[config.mk]
export PLATFORM = sky130hd
export DESIGN_NAME = expression_stack_alu
export DESIGN_NICKNAME = d
export VERILOG_FILES = /design/src/hdl/esa_pkg.sv /design/src/hdl/esa_ram.sv /design/src/hdl/esa_serial.sv /design/src/hdl/expression_stack_alu.sv
export SDC_FILE = /design/constraint.sdc
export NUM_CORES = 2
export LEC_CHECK = 0
export ABC_AREA = 1
export ABC_CLOCK_PERIOD_IN_PS = 14350
export BUFFER_PORTS_ARGS = -buffer_cell sky130_fd_sc_hd__buf_4
export CAP_MARGIN = 20
export CORE_ASPECT_RATIO = 2
export CORE_UTILIZATION = 35
export DETAILED_ROUTE_END_ITERATION = 8
export MAX_ROUTING_LAYER = met4
export PLACE_DENSITY = 0.48
export SLEW_MARGIN = 20
export SYNTH_ARGS = -nofsm -noshare
export SYNTH_HDL_FRONTEND = slang
export SYNTH_SLANG_ARGS = --single-unit
[constraint.sdc]
create_clock -name clk -period 14.35 [get_ports clk]
set_clock_uncertainty 0.05 [all_clocks]
set_input_delay 2.87 -clock clk [delete_from_list [all_inputs] [get_ports clk]]
set_output_delay 2.87 -clock clk [all_outputs]
set_load 0.02 [all_outputs]
[src/hdl/esa_pkg.sv]
// esa_pkg: shared types, codes and constants of the expression stack alu
// no dependencies
package esa_pkg;

  localparam int DATA_W = 32;
  localparam int STACK_DEPTH_DEF = 64;
  localparam int DEPTH_W = 7;

  typedef enum logic [3:0] {
    FN_PUSH = 4'd0, FN_POP = 4'd1, FN_ADD = 4'd2, FN_SUB = 4'd3,
    FN_NEG = 4'd4, FN_MUL = 4'd5, FN_DIV = 4'd6, FN_REM = 4'd7,
    FN_AND = 4'd8, FN_OR = 4'd9, FN_XOR = 4'd10, FN_CPL = 4'd11,
    FN_SHR = 4'd12, FN_SHL = 4'd13
  } func_t;

  typedef enum logic [1:0] {
    ST_OK = 2'd0, ST_OVERFLOW = 2'd1, ST_UNDERFLOW = 2'd2, ST_DIVZERO = 2'd3
  } status_t;

  typedef enum logic [3:0] {
    S_IDLE, S_RD_TOP, S_RD_SEC, S_WAIT_SEC, S_EXEC, S_SERIAL, S_WRITE, S_RD_NEW,
    S_OUT
  } state_t;

  typedef enum logic [1:0] {
    SER_MUL = 2'd0, SER_DIV = 2'd1, SER_SHR = 2'd2, SER_SHL = 2'd3
  } ser_op_t;

  typedef struct packed {
    logic [3:0]         func;
    logic signed [31:0] push_value;
  } in_item_t;

  typedef struct packed {
    logic signed [31:0] top_value;
    logic [1:0]         status;
    logic [6:0]         stack_depth;
  } out_item_t;

  typedef struct packed {
    logic    start;
    ser_op_t op;
    logic    want_rem;
  } ser_ctl_t;

endpackage

[src/hdl/esa_ram.sv]
// esa_ram: generic single-port ram with registered read
// no dependencies
module esa_ram #(
  parameter int WIDTH = 32,
  parameter int DEPTH = 64
) (
  input  logic                     clk,
  input  logic                     we,
  input  logic [$clog2(DEPTH)-1:0] addr,
  input  logic [WIDTH-1:0]         wdata,
  output logic [WIDTH-1:0]         rdata
);
  logic [WIDTH-1:0] mem [DEPTH];

  always_ff @(posedge clk) begin
    if (we) begin
      mem[addr] <= wdata;
    end
    rdata <= mem[addr];
  end
endmodule

[src/hdl/esa_serial.sv]
// esa_serial: bit-serial multiply, divide and shift unit, one bit per cycle
// depends on esa_pkg
module esa_serial (
  input  logic             clk,
  input  logic             rst_n,
  input  esa_pkg::ser_ctl_t ctl,
  input  logic [31:0]      a,
  input  logic [31:0]      b,
  output logic             done,
  output logic [31:0]      result
);
  logic [5:0]  cnt_r, cnt_nxt;
  logic        busy_r, busy_nxt;
  logic [31:0] acc_r, acc_nxt;     // product, remainder or shifted value
  logic [31:0] sh_r, sh_nxt;       // multiplier bits or quotient/dividend bits
  logic [31:0] b_r, b_nxt;
  esa_pkg::ser_op_t op_r, op_nxt;
  logic        rem_r, rem_nxt, neg_q_r, neg_q_nxt, neg_r_r, neg_r_nxt;
  logic [32:0] trial;
  logic [31:0] ma, mb, qfix, rfix;

  assign ma = a[31] ? (32'd0 - a) : a;
  assign mb = b[31] ? (32'd0 - b) : b;
  assign trial = {acc_r, sh_r[31]} - {1'b0, b_r};
  assign qfix = neg_q_r ? (32'd0 - sh_r) : sh_r;
  assign rfix = neg_r_r ? (32'd0 - acc_r) : acc_r;

  always_comb begin
    cnt_nxt = cnt_r; busy_nxt = busy_r; acc_nxt = acc_r; sh_nxt = sh_r;
    b_nxt = b_r; op_nxt = op_r; rem_nxt = rem_r;
    neg_q_nxt = neg_q_r; neg_r_nxt = neg_r_r;
    done = 1'b0;
    result = acc_r;
    if (ctl.start) begin
      busy_nxt = 1'b1; cnt_nxt = 6'd32; op_nxt = ctl.op; rem_nxt = ctl.want_rem;
      neg_q_nxt = a[31] ^ b[31]; neg_r_nxt = a[31];
      case (ctl.op)
        esa_pkg::SER_MUL: begin acc_nxt = '0; sh_nxt = b; b_nxt = a; end
        esa_pkg::SER_DIV: begin acc_nxt = '0; sh_nxt = ma; b_nxt = mb; end
        default: begin
          // counts of 32 or more saturate to the full fill
          acc_nxt = a; sh_nxt = '0;
          b_nxt = (b[31:5] != '0) ? 32'd32 : {27'd0, b[4:0]};
        end
      endcase
    end else if (busy_r) begin
      cnt_nxt = cnt_r - 6'd1;
      case (op_r)
        esa_pkg::SER_MUL: begin
          acc_nxt = sh_r[31] ? ({acc_r[30:0], 1'b0} + b_r) : {acc_r[30:0], 1'b0};
          sh_nxt = {sh_r[30:0], 1'b0};
        end
        esa_pkg::SER_DIV: begin
          if (!trial[32]) begin
            acc_nxt = trial[31:0]; sh_nxt = {sh_r[30:0], 1'b1};
          end else begin
            acc_nxt = {acc_r[30:0], sh_r[31]}; sh_nxt = {sh_r[30:0], 1'b0};
          end
        end
        esa_pkg::SER_SHR: begin
          if (b_r[5:0] != '0) begin
            acc_nxt = {acc_r[31], acc_r[31:1]}; b_nxt = b_r - 32'd1;
          end
        end
        default: begin
          if (b_r[5:0] != '0) begin
            acc_nxt = {acc_r[30:0], 1'b0}; b_nxt = b_r - 32'd1;
          end
        end
      endcase
      if (cnt_r == 6'd0) begin
        busy_nxt = 1'b0; done = 1'b1;
        cnt_nxt = cnt_r; acc_nxt = acc_r; sh_nxt = sh_r; b_nxt = b_r;
        if (op_r == esa_pkg::SER_DIV) begin
          result = rem_r ? rfix : qfix;
        end
      end
    end
  end

  always_ff @(posedge clk) begin
    if (!rst_n) begin
      busy_r <= 1'b0;
      cnt_r <= '0;
    end else begin
      busy_r <= busy_nxt;
      cnt_r <= cnt_nxt;
    end
    acc_r <= acc_nxt; sh_r <= sh_nxt; b_r <= b_nxt; op_r <= op_nxt;
    rem_r <= rem_nxt; neg_q_r <= neg_q_nxt; neg_r_r <= neg_r_nxt;
  end
endmodule

[src/hdl/expression_stack_alu.sv]
// expression_stack_alu: 32-bit evaluation stack with a bit-serial alu
// depends on esa_pkg, esa_ram, esa_serial
//
//  port      dir  meaning
//  in_*      in   start/busy command, one transaction per start while not busy
//  out_*     out  out_valid strobe, one cycle per transaction, never stalled
//  cfg_*     in   cfg_we/cfg_wdata write the assembly pass bit
//
// the strobe follows S_RD_NEW and S_OUT; errors and unused codes go there from idle,
// push through S_EXEC and S_WRITE, the rest first via S_RD_TOP, S_RD_SEC, S_WAIT_SEC
// (ram read latency); div by zero skips S_WRITE; serial mul/shift/div/rem add S_SERIAL
// synchronous reset empties the stack; stack contents stay undefined until pushed
// the receiver cannot stall; busy covers the whole item and the strobe cycle
module expression_stack_alu #(
  parameter int STACK_DEPTH = esa_pkg::STACK_DEPTH_DEF
) (
  input  logic               clk,
  input  logic               rst_n,
  input  logic               start,
  output logic               busy,
  input  esa_pkg::in_item_t  in_item,
  output logic               out_valid,
  output esa_pkg::out_item_t out_item,
  input  logic               cfg_we,
  input  logic               cfg_wdata
);
  localparam int AW = $clog2(STACK_DEPTH);
  localparam int PW = $clog2(STACK_DEPTH + 1);

  esa_pkg::state_t state_r, state_nxt;
  logic [PW-1:0] sp_r, sp_nxt;
  logic          pass_r;
  logic [3:0]    func_r, func_nxt;
  logic [31:0]   pv_r, pv_nxt, b_r, b_nxt, a_r, a_nxt, res_r, res_nxt;
  logic [31:0]   top_r, top_nxt;
  logic [1:0]    st_r, st_nxt;
  logic          popped_r, popped_nxt;
  logic          we;
  logic [AW-1:0] addr;
  logic [31:0]   wdata, rdata;
  esa_pkg::ser_ctl_t ser_ctl;
  logic          ser_done;
  logic [31:0]   ser_res;
  logic          out_valid_r;
  esa_pkg::out_item_t out_r;

  esa_ram #(.WIDTH(32), .DEPTH(STACK_DEPTH)) u_ram (
    .clk(clk), .we(we), .addr(addr), .wdata(wdata), .rdata(rdata)
  );

  esa_serial u_ser (
    .clk(clk), .rst_n(rst_n), .ctl(ser_ctl), .a(a_r), .b(b_r),
    .done(ser_done), .result(ser_res)
  );

  function automatic logic [AW-1:0] idx(input logic [PW-1:0] p, input int unsigned k);
    logic [PW-1:0] d;
    d = p - PW'(k);
    return d[AW-1:0];
  endfunction

  always_comb begin
    state_nxt = state_r; sp_nxt = sp_r; func_nxt = func_r; pv_nxt = pv_r;
    b_nxt = b_r; a_nxt = a_r; res_nxt = res_r; top_nxt = top_r; st_nxt = st_r;
    popped_nxt = popped_r;
    we = 1'b0; addr = idx(sp_r, 1); wdata = res_r;
    ser_ctl = '{start: 1'b0, op: esa_pkg::SER_MUL, want_rem: 1'b0};
    case (state_r)
      esa_pkg::S_IDLE: begin
        if (start && !busy) begin
          func_nxt = in_item.func; pv_nxt = in_item.push_value;
          st_nxt = esa_pkg::ST_OK; popped_nxt = 1'b0;
          state_nxt = esa_pkg::S_EXEC;
          case (in_item.func)
            esa_pkg::FN_PUSH: begin
              if (sp_r == PW'(STACK_DEPTH)) st_nxt = esa_pkg::ST_OVERFLOW;
              else state_nxt = esa_pkg::S_EXEC;
            end
            esa_pkg::FN_POP, esa_pkg::FN_NEG, esa_pkg::FN_CPL: begin
              if (sp_r == '0) st_nxt = esa_pkg::ST_UNDERFLOW;
              else state_nxt = esa_pkg::S_RD_TOP;
            end
            esa_pkg::FN_ADD, esa_pkg::FN_SUB, esa_pkg::FN_MUL, esa_pkg::FN_DIV,
            esa_pkg::FN_REM, esa_pkg::FN_AND, esa_pkg::FN_OR, esa_pkg::FN_XOR,
            esa_pkg::FN_SHR, esa_pkg::FN_SHL: begin
              if (sp_r < PW'(2)) st_nxt = esa_pkg::ST_UNDERFLOW;
              else state_nxt = esa_pkg::S_RD_TOP;
            end
            default: ;
          endcase
          // error or unused code: just read back the current top
          if (st_nxt != esa_pkg::ST_OK || in_item.func > esa_pkg::FN_SHL) begin
            state_nxt = esa_pkg::S_RD_NEW;
          end
        end
      end
      esa_pkg::S_RD_TOP: begin
        addr = idx(sp_r, 1);
        state_nxt = esa_pkg::S_RD_SEC;
      end
      esa_pkg::S_RD_SEC: begin
        addr = idx(sp_r, 2);
        b_nxt = rdata;
        state_nxt = esa_pkg::S_WAIT_SEC;
      end
      esa_pkg::S_WAIT_SEC: begin
        a_nxt = rdata;
        state_nxt = esa_pkg::S_EXEC;
      end
      esa_pkg::S_EXEC: begin
        state_nxt = esa_pkg::S_WRITE;
        res_nxt = a_r;
        case (func_r)
          esa_pkg::FN_PUSH: res_nxt = pv_r;
          esa_pkg::FN_POP: begin top_nxt = b_r; popped_nxt = 1'b1; end
          esa_pkg::FN_NEG: res_nxt = 32'd0 - b_r;
          esa_pkg::FN_CPL: res_nxt = ~b_r;
          esa_pkg::FN_ADD: res_nxt = a_r + b_r;
          esa_pkg::FN_SUB: res_nxt = a_r - b_r;
          esa_pkg::FN_AND: res_nxt = a_r & b_r;
          esa_pkg::FN_OR:  res_nxt = a_r | b_r;
          esa_pkg::FN_XOR: res_nxt = a_r ^ b_r;
          esa_pkg::FN_MUL: begin
            ser_ctl = '{start: 1'b1, op: esa_pkg::SER_MUL, want_rem: 1'b0};
            state_nxt = esa_pkg::S_SERIAL;
          end
          esa_pkg::FN_SHR: begin
            ser_ctl = '{start: 1'b1, op: esa_pkg::SER_SHR, want_rem: 1'b0};
            state_nxt = esa_pkg::S_SERIAL;
          end
          esa_pkg::FN_SHL: begin
            ser_ctl = '{start: 1'b1, op: esa_pkg::SER_SHL, want_rem: 1'b0};
            state_nxt = esa_pkg::S_SERIAL;
          end
          esa_pkg::FN_DIV, esa_pkg::FN_REM: begin
            if (pass_r) begin
              if (b_r == '0) begin
                st_nxt = esa_pkg::ST_DIVZERO;
                state_nxt = esa_pkg::S_RD_NEW;
              end else begin
                ser_ctl = '{start: 1'b1, op: esa_pkg::SER_DIV,
                            want_rem: (func_r == esa_pkg::FN_REM)};
                state_nxt = esa_pkg::S_SERIAL;
              end
            end
          end
          default: ;
        endcase
      end
      esa_pkg::S_SERIAL: begin
        if (ser_done) begin
          res_nxt = ser_res;
          state_nxt = esa_pkg::S_WRITE;
        end
      end
      esa_pkg::S_WRITE: begin
        state_nxt = esa_pkg::S_RD_NEW;
        case (func_r)
          esa_pkg::FN_PUSH: begin
            we = 1'b1; addr = sp_r[AW-1:0]; sp_nxt = sp_r + PW'(1);
          end
          esa_pkg::FN_POP: sp_nxt = sp_r - PW'(1);
          esa_pkg::FN_NEG, esa_pkg::FN_CPL: begin
            we = 1'b1; addr = idx(sp_r, 1);
          end
          default: begin
            we = 1'b1; addr = idx(sp_r, 2); sp_nxt = sp_r - PW'(1);
          end
        endcase
      end
      esa_pkg::S_RD_NEW: begin
        addr = idx(sp_r, 1);
        state_nxt = esa_pkg::S_OUT;
      end
      esa_pkg::S_OUT: begin
        if (!popped_r) top_nxt = (sp_r == '0) ? 32'd0 : rdata;
        state_nxt = esa_pkg::S_IDLE;
      end
      default: state_nxt = esa_pkg::S_IDLE;
    endcase
  end

  always_ff @(posedge clk) begin
    if (!rst_n) begin
      state_r <= esa_pkg::S_IDLE;
      sp_r <= '0;
      pass_r <= 1'b0;
      out_valid_r <= 1'b0;
    end else begin
      state_r <= state_nxt;
      sp_r <= sp_nxt;
      if (cfg_we) pass_r <= cfg_wdata;
      out_valid_r <= (state_r == esa_pkg::S_OUT);
    end
    func_r <= func_nxt; pv_r <= pv_nxt; b_r <= b_nxt; a_r <= a_nxt;
    res_r <= res_nxt; top_r <= top_nxt; st_r <= st_nxt; popped_r <= popped_nxt;
    out_r.top_value <= top_nxt;
    out_r.status <= st_r;
    out_r.stack_depth <= 7'(sp_r);
  end

  assign busy = (state_r != esa_pkg::S_IDLE) || out_valid_r;
  assign out_valid = out_valid_r;
  assign out_item = out_r;

  a_depth: assert property (@(posedge clk) disable iff (!rst_n)
    sp_r <= PW'(STACK_DEPTH)) else $error("stack pointer beyond depth");
  a_one_out: assert property (@(posedge clk) disable iff (!rst_n)
    out_valid |=> !out_valid) else $error("result strobe held");
  a_err_keeps: assert property (@(posedge clk) disable iff (!rst_n)
    (state_r == esa_pkg::S_OUT && st_r != esa_pkg::ST_OK) |-> $stable(sp_r))
    else $error("error changed stack");
  a_busy: assert property (@(posedge clk) disable iff (!rst_n)
    (start && !busy) |=> busy) else $error("not busy after start");
endmodule

Word-level counts from Yosys, hierarchy flattened
Memory sizes are Yosys's and may differ from the RTL's. A register that Yosys moved wholly into a read port is not among the register bits.
Cells that the tools add are included.
{"block": "op_classes", "n_addsub": 13, "magnitude_cmp": 2, "n_eq_ne": 49, "n_bitwise": 8, "mux": 82, "reduce_logical": 45}
{"op": "$mux 32", "n": 28}
{"op": "$pmux 32 s2", "n": 5}
{"op": "$pmux 32 s8", "n": 1}
{"op": "$sub 1x32->32 const A", "n": 4}
{"op": "$pmux 32 s3", "n": 1}
{"op": "$add 32x32->32", "n": 2}
{"op": "$eq 4x4->1 const B", "n": 13}
{"op": "$eq 4x3->1 const B", "n": 12}
{"op": "$sub 33x32->33", "n": 1}
{"op": "$and 32x32->32", "n": 1}
{"op": "$logic_not 32->1", "n": 1}
{"op": "$not 32->32", "n": 1}
{"op": "$or 32x32->32", "n": 1}
{"op": "$pmux 4 s8", "n": 1}
{"op": "$sub 32x1->32 const B", "n": 1}
{"op": "$sub 32x32->32", "n": 1}
{"op": "$xor 32x32->32", "n": 1}
{"op": "$mux 31", "n": 1}
{"op": "$reduce_bool 27->1", "n": 1}
{"op": "$eq 4x2->1 const B", "n": 6}
{"op": "$mux 4", "n": 6}
{"op": "$mux 6", "n": 4}
{"op": "$pmux 6 s2", "n": 2}
{"op": "$mux 2", "n": 10}
{"op": "other kinds (41)", "n": 94}
{"block": "word_totals", "register_bits": 297, "elab_cells": 225, "mem_count": 1, "in_bits": 41, "output_inout_bits": 43, "mem_bits_rw": 2048}
{"memory": "u_ram.mem", "depth": 64, "word_bits": 32, "rd": 1, "rd_clocked_by_memory_dff": 1, "wr": 1, "line_no": "esa_ram.sv:13", "rtl": "logic [WIDTH-1:0] mem [DEPTH];"}

Logic depth before layout (Yosys ltp)
{"block": "logic_depth", "ltp_word": 11, "ltp_mapped": 26, "depth_no_buf": 26}

By module
A second synthesis with hierarchy kept.
{"block": "hier_totals", "hier_cells": 12892, "hier_area_um2": 116749.5}
{"mod": "esa_ram", "cells_each": 8439, "area_per_inst_um2": 87171.1, "seq_area_each_um2": 62139.6, "instances": 1}
{"mod": "esa_serial", "cells_each": 2816, "area_per_inst_um2": 16485.8, "seq_area_each_um2": 3173.0, "instances": 1}
{"mod": "expression_stack_alu", "cells_each": 1637, "area_per_inst_um2": 13092.6, "seq_area_each_um2": 5455.2, "instances": 1}

Worst setup path before layout
Ideal clock, no wire load.
{"block": "synth_path", "path_kind": "reg2reg", "startpoint": "register func_r[1]", "endpoint": "memory u_ram.mem[62][0] (enable)", "period_less_slack_ns": 5.666, "path_stages_with_launch": 14, "setup_slack_ns": 8.684, "path_buffers": 4, "t_arrival_ns": 5.115, "setup_ns": 0.502, "cell_sequence": "edfxtp_1 -> nor2_1 -> nand2_2 -> nand3_2 -> nand2_1 -> nand2_1 -> nand2_2 -> nand2_4 -> inv_2 -> buf_6 -> buf_4 -> buf_4 -> buf_2 -> nor4_1"}
{"block": "synth_via", "elab_chain_cells": 5, "word_cells_on_any_way": 11, "classes_between": "eq/ne: 3; mux: 6; reduce/logical: 2"}
{"item": "start: declaration", "line_no": "expression_stack_alu.sv:33", "rtl": "logic [3:0] func_r, func_nxt;"}
{"item": "start signal: assignment", "line_no": "expression_stack_alu.sv:195", "rtl": "func_r <= func_nxt; pv_r <= pv_nxt; b_r <= b_nxt; a_r <= a_nxt;"}
{"item": "branches (longest 5 deep; another with $pmux 6 s2)"}
{"item": "end: declaration", "line_no": "esa_ram.sv:13"}
Several ways; the timed one is not identified.

Final worst setup path
{"block": "layout_path", "startpoint": "register func_r[1]", "endpoint": "register u_ram.rdata[0], read port of u_ram.mem"}
{"block": "layout_via", "elab_chain_cells": 4, "word_cells_on_any_way": 7, "classes_between": "eq/ne: 3; mux: 2; reduce/logical: 2"}
{"item": "$eq 4x3->1 (tied with other cells)", "line_no": "expression_stack_alu.sv:158", "rtl": "case (func_r)"}
{"item": "$reduce_or 3->1 (no line)"}
{"item": "$pmux 6 s2 *", "line_no": "expression_stack_alu.sv:158"}
{"item": "$pmux 6 s2 *", "line_no": "expression_stack_alu.sv:68", "rtl": "case (state_r)"}
{"item": "end: declaration", "line_no": "esa_ram.sv:11", "rtl": "output logic [WIDTH-1:0] rdata"}
Mark *: on every way between the ends. The rest lies on a longest branch, timed or not.
A chain may end at the register's enable or synchronous reset.

==> metrics.txt <==
vias in the first global route 86100; Tcrit/Tclk final 47.8%; grt ovf 0; Comb pwr share 44.0%; RSZ-0062 raised after global routing no; # rows 295; fmax 146 MHz; Switch Pwr 12100 uW; die width 404 um; Placement Setup Slack 7570 ps; Max-cap violations 0; Starting Density 35.2%; final setup vio count 0; Sequential Power Share 32.4%; gr usage total 32.2%; Cell Area, Synth 113000 um^2; Syn Area/Cell 9.21 um^2; switching share of power 46.0%; register area share after synthesis 62.4%; ratio of cells with drive above 1 in the final layout 7.05%; Sink Count 2377; crit path from func_r[1]; hpwl dp 348000 um; Worst Path Class, Setup flop to flop; antenna violations before repair 36; CP required 15140 ps; Relative slew margins 15.2%; final core utilization 39.5%; total CTS buffers 229; Via density 5.26; Crit. End Element flop; fin crit period 6860 ps; status finished clean; synth warn 0; maximum fanout along the worst path 131; Routed wire per std cell 30.4 um; DRT Wirelength 512000 um; post_cts resized 0; Peak VDD IR 0.000195 V; clk slew on worst S/H paths 60 ps; Post-Syn Instances 12300; leak pwr 0.0519 uW; worst hold path type flop to flop; number of synthesized flops with an enable pin 2316; DR pass1 iterations 6; Distinct cells, synth 57; post-synth net total 12500; # DRC 0; root buf cell clkbuf_16; setup TNS 0 ps; setup ws final 7490 ps; final-stage net count 12500; worst reg2reg path startpoint func_r[1]; Worst EP arrival 7650 ps; first-pass GRT wire length 703000 um; I/O Buffers 83; CTS tree done; core box area 322000 um^2; Worst-Margin Slew 1270 ps; setup bufs post-CTS 0; routability cong. 1.08; hold path start st_r[1]; clock share of power 23.6%; asr flop ratio synth 0%; final hold vios 0; hold_buf cts 0; die area 326000 um^2; Pwr per Cell Area 206 nW/um^2; drt initial violations 7846; Worst-Skew Late Latency 970 ps; H-tree Lvls 4; final-report max-slew violation count 0; Main synth FF type edfxtp_1; via count 88600; Area Growth Syn to Fin 12.4%; P_int 14200 uW; Yosys reg bits 2377; crit start category flop; largest net degree at the start of global routing 192; CTS max path bufs 4; remaining antenna violation count 0; number of fill cells 31800; Die Y 807 um; io pins 84
## cells by family (layout without fill, tap and decap cells)
logic type	count (synthesis)	in the layout	share of synthesized area, %
DFF	2377	2377	62.4
xor gates and xnor gates	93	93	0.719
adders and majority gates	175	175	1.95
buffers and inverters	1042	1246	3.79
AOI/OAI and AO/OA	1001	1001	4.98
other	0	38	0
and+or+nand+nor	7615	7615	26.1
## cell type report
class | count | area, um^2 | area share, %
inverter | 467 | 1760 | 1.38
clock inverter | 135 | 1330 | 1.04
tap | 4306 | 5390 | 4.23
sequential | 2377 | 70800 | 55.5
timing repair buffer | 361 | 2940 | 2.31
multi-input combinational | 8884 | 39100 | 30.7
clock buffer | 283 | 6000 | 4.71
antenna | 38 | 95.1 | 0.0746
## registers in the layout (all words and copies together), names as in the netlist, 2 cells and up
name / flops
res_r: 32
u_ram.rdata: 32
state_r: 4
u_ser.b_r: 32
u_ser.sh_r: 32
pv_r: 32
b_r: 32
u_ser.cnt_r: 6
out_item: 41
st_r: 2
u_ser.op_r: 2
func_r: 4
sp_r: 7
a_r: 32
u_ser.acc_r: 32
u_ram.mem: 2048
## worst paths after layout
kind / slack, ps / cells after the start / to
setup / recovery: 7490 / 23 / u_ram.rdata[0]
hold / removal: 340 / 0 / out_item[8]
setup reg to reg: 7490 / 23 / u_ram.rdata[0]
hold reg to reg: 340 / 0 / out_item[8]
## worst max-delay path, stage by stage (launching register included)
cell and delay [ps]:
edfxtp_1 470, nand2_1 160, inv_2 40, nand2_1 50, buf_4 450, nand3_2 240, nand2_1 180, nand2_1 110
nand2_4 140, nand2_8 290, inv_8 670, buf_12 520, buf_12 520, buf_4 880, nand2_1 100, nand2_1 110
nand2_1 60, nand2_1 130, nand2_1 100, nand2_1 110, nand2_1 50, nand2_1 310, nor2_1 140, nand2_1 150
## metal layers
layer | vias up | wire length [um] | GRT usage [%]
met3 | 1442 | 24100 | 5.69
met1 | 43100 | 160000 | 29.0
met4 | 0 | 59700 | 31.1
met2 | 3316 | 268000 | 56.4
li1 | 40700 | - | -
met5 | - | 0 | -
## cell usage after synthesis, types with 3 or more instances
cell	number	area, um^2
nor3b_1	5	37.5
nand4_1	63	394
nor2_1	512	1920
nand2_1	6474	24300
o211ai_1	46	345
clkinv_1	12	45.0
xor2_1	91	797
nand2_2	6	37.5
a21boi_0	5	37.5
buf_4	11	82.6
fa_1	3	60.1
o21a_1	12	90.1
buf_2	211	1060
a22oi_1	10	75.1
a21o_1	9	67.6
buf_6	10	113
a22o_1	13	114
a221oi_1	15	131
o21ai_1	38	190
o221ai_1	12	105
a211oi_1	14	105
or2_2	34	213
a31oi_1	15	93.8
clkbuf_1	268	1010
a2111oi_0	12	105
inv_1	438	1640
o32ai_1	3	26.3
nor4_1	20	125
o21ai_0	385	1930
nor2_2	8	50.1
o21bai_1	15	113
o31ai_1	6	45.0
inv_2	17	63.8
edfxtp_1	2316	69500
a21oi_1	333	1670
nand3_2	3	30.0
o22ai_1	41	257
o2111ai_1	11	96.3
dfxtp_1	61	1220
nand3_1	406	2030
ha_1	172	2150
nor3_1	73	365
buf_1	75	282
nand3b_1	5	37.5
## power by group through the flow
stage | clock network (uW) | registers, uW | logic [uW]
global placement | 0 | 8630 | 11600
finish | 6210 | 8500 | 11600
detailed placement | 0 | 8630 | 11600
floorplan | 0 | 8670 | 6570
global route | 6530 | 8500 | 12600
CTS | 6320 | 8480 | 11600
## metrics by stage
stage	instance area [um^2]	cells	hold slack, ps	power, uW
6_report	127000	16900	344	26300
5_1_grt	127000	16800	374	27600
2_1_floorplan	113000	12300	273	15200
4_1_cts	127000	16800	365	26400
3_5_place_dp	120000	16400	349	20200
3_3_place_gp	120000	16400	330	20200
## cells in the final DEF (no fill, tap or decap), types with 11 or more instances in the layout
master / Yosys / routed
a2111oi_0: 12 / 11
a211oi_1: 14 / 14
a21oi_1: 333 / 325
a221oi_1: 15 / 15
a22o_1: 13 / 13
a31oi_1: 15 / 15
buf_4: 11 / 333
bufinv_16: 0 / 24
clkbuf_1: 268 / 48
clkbuf_16: 0 / 230
clkinv_1: 12 / 55
clkinv_2: 0 / 45
clkinvlp_4: 0 / 16
dfxtp_1: 61 / 61
diode_2: 0 / 38
edfxtp_1: 2316 / 2316
ha_1: 172 / 172
inv_1: 438 / 434
inv_2: 17 / 18
nand2_1: 6474 / 6470
nand3_1: 406 / 405
nand4_1: 63 / 63
nor2_1: 512 / 431
nor2_2: 8 / 17
nor2_4: 1 / 73
nor3_1: 73 / 68
nor4_1: 20 / 14
o2111ai_1: 11 / 11
o211ai_1: 46 / 46
o21a_1: 12 / 12
o21ai_0: 385 / 373
o21ai_1: 38 / 44
o21bai_1: 15 / 13
o221ai_1: 12 / 12
o22ai_1: 41 / 41
or2_2: 34 / 34
xor2_1: 91 / 91
No activity file was read; power rests on OpenSTA's default activity.
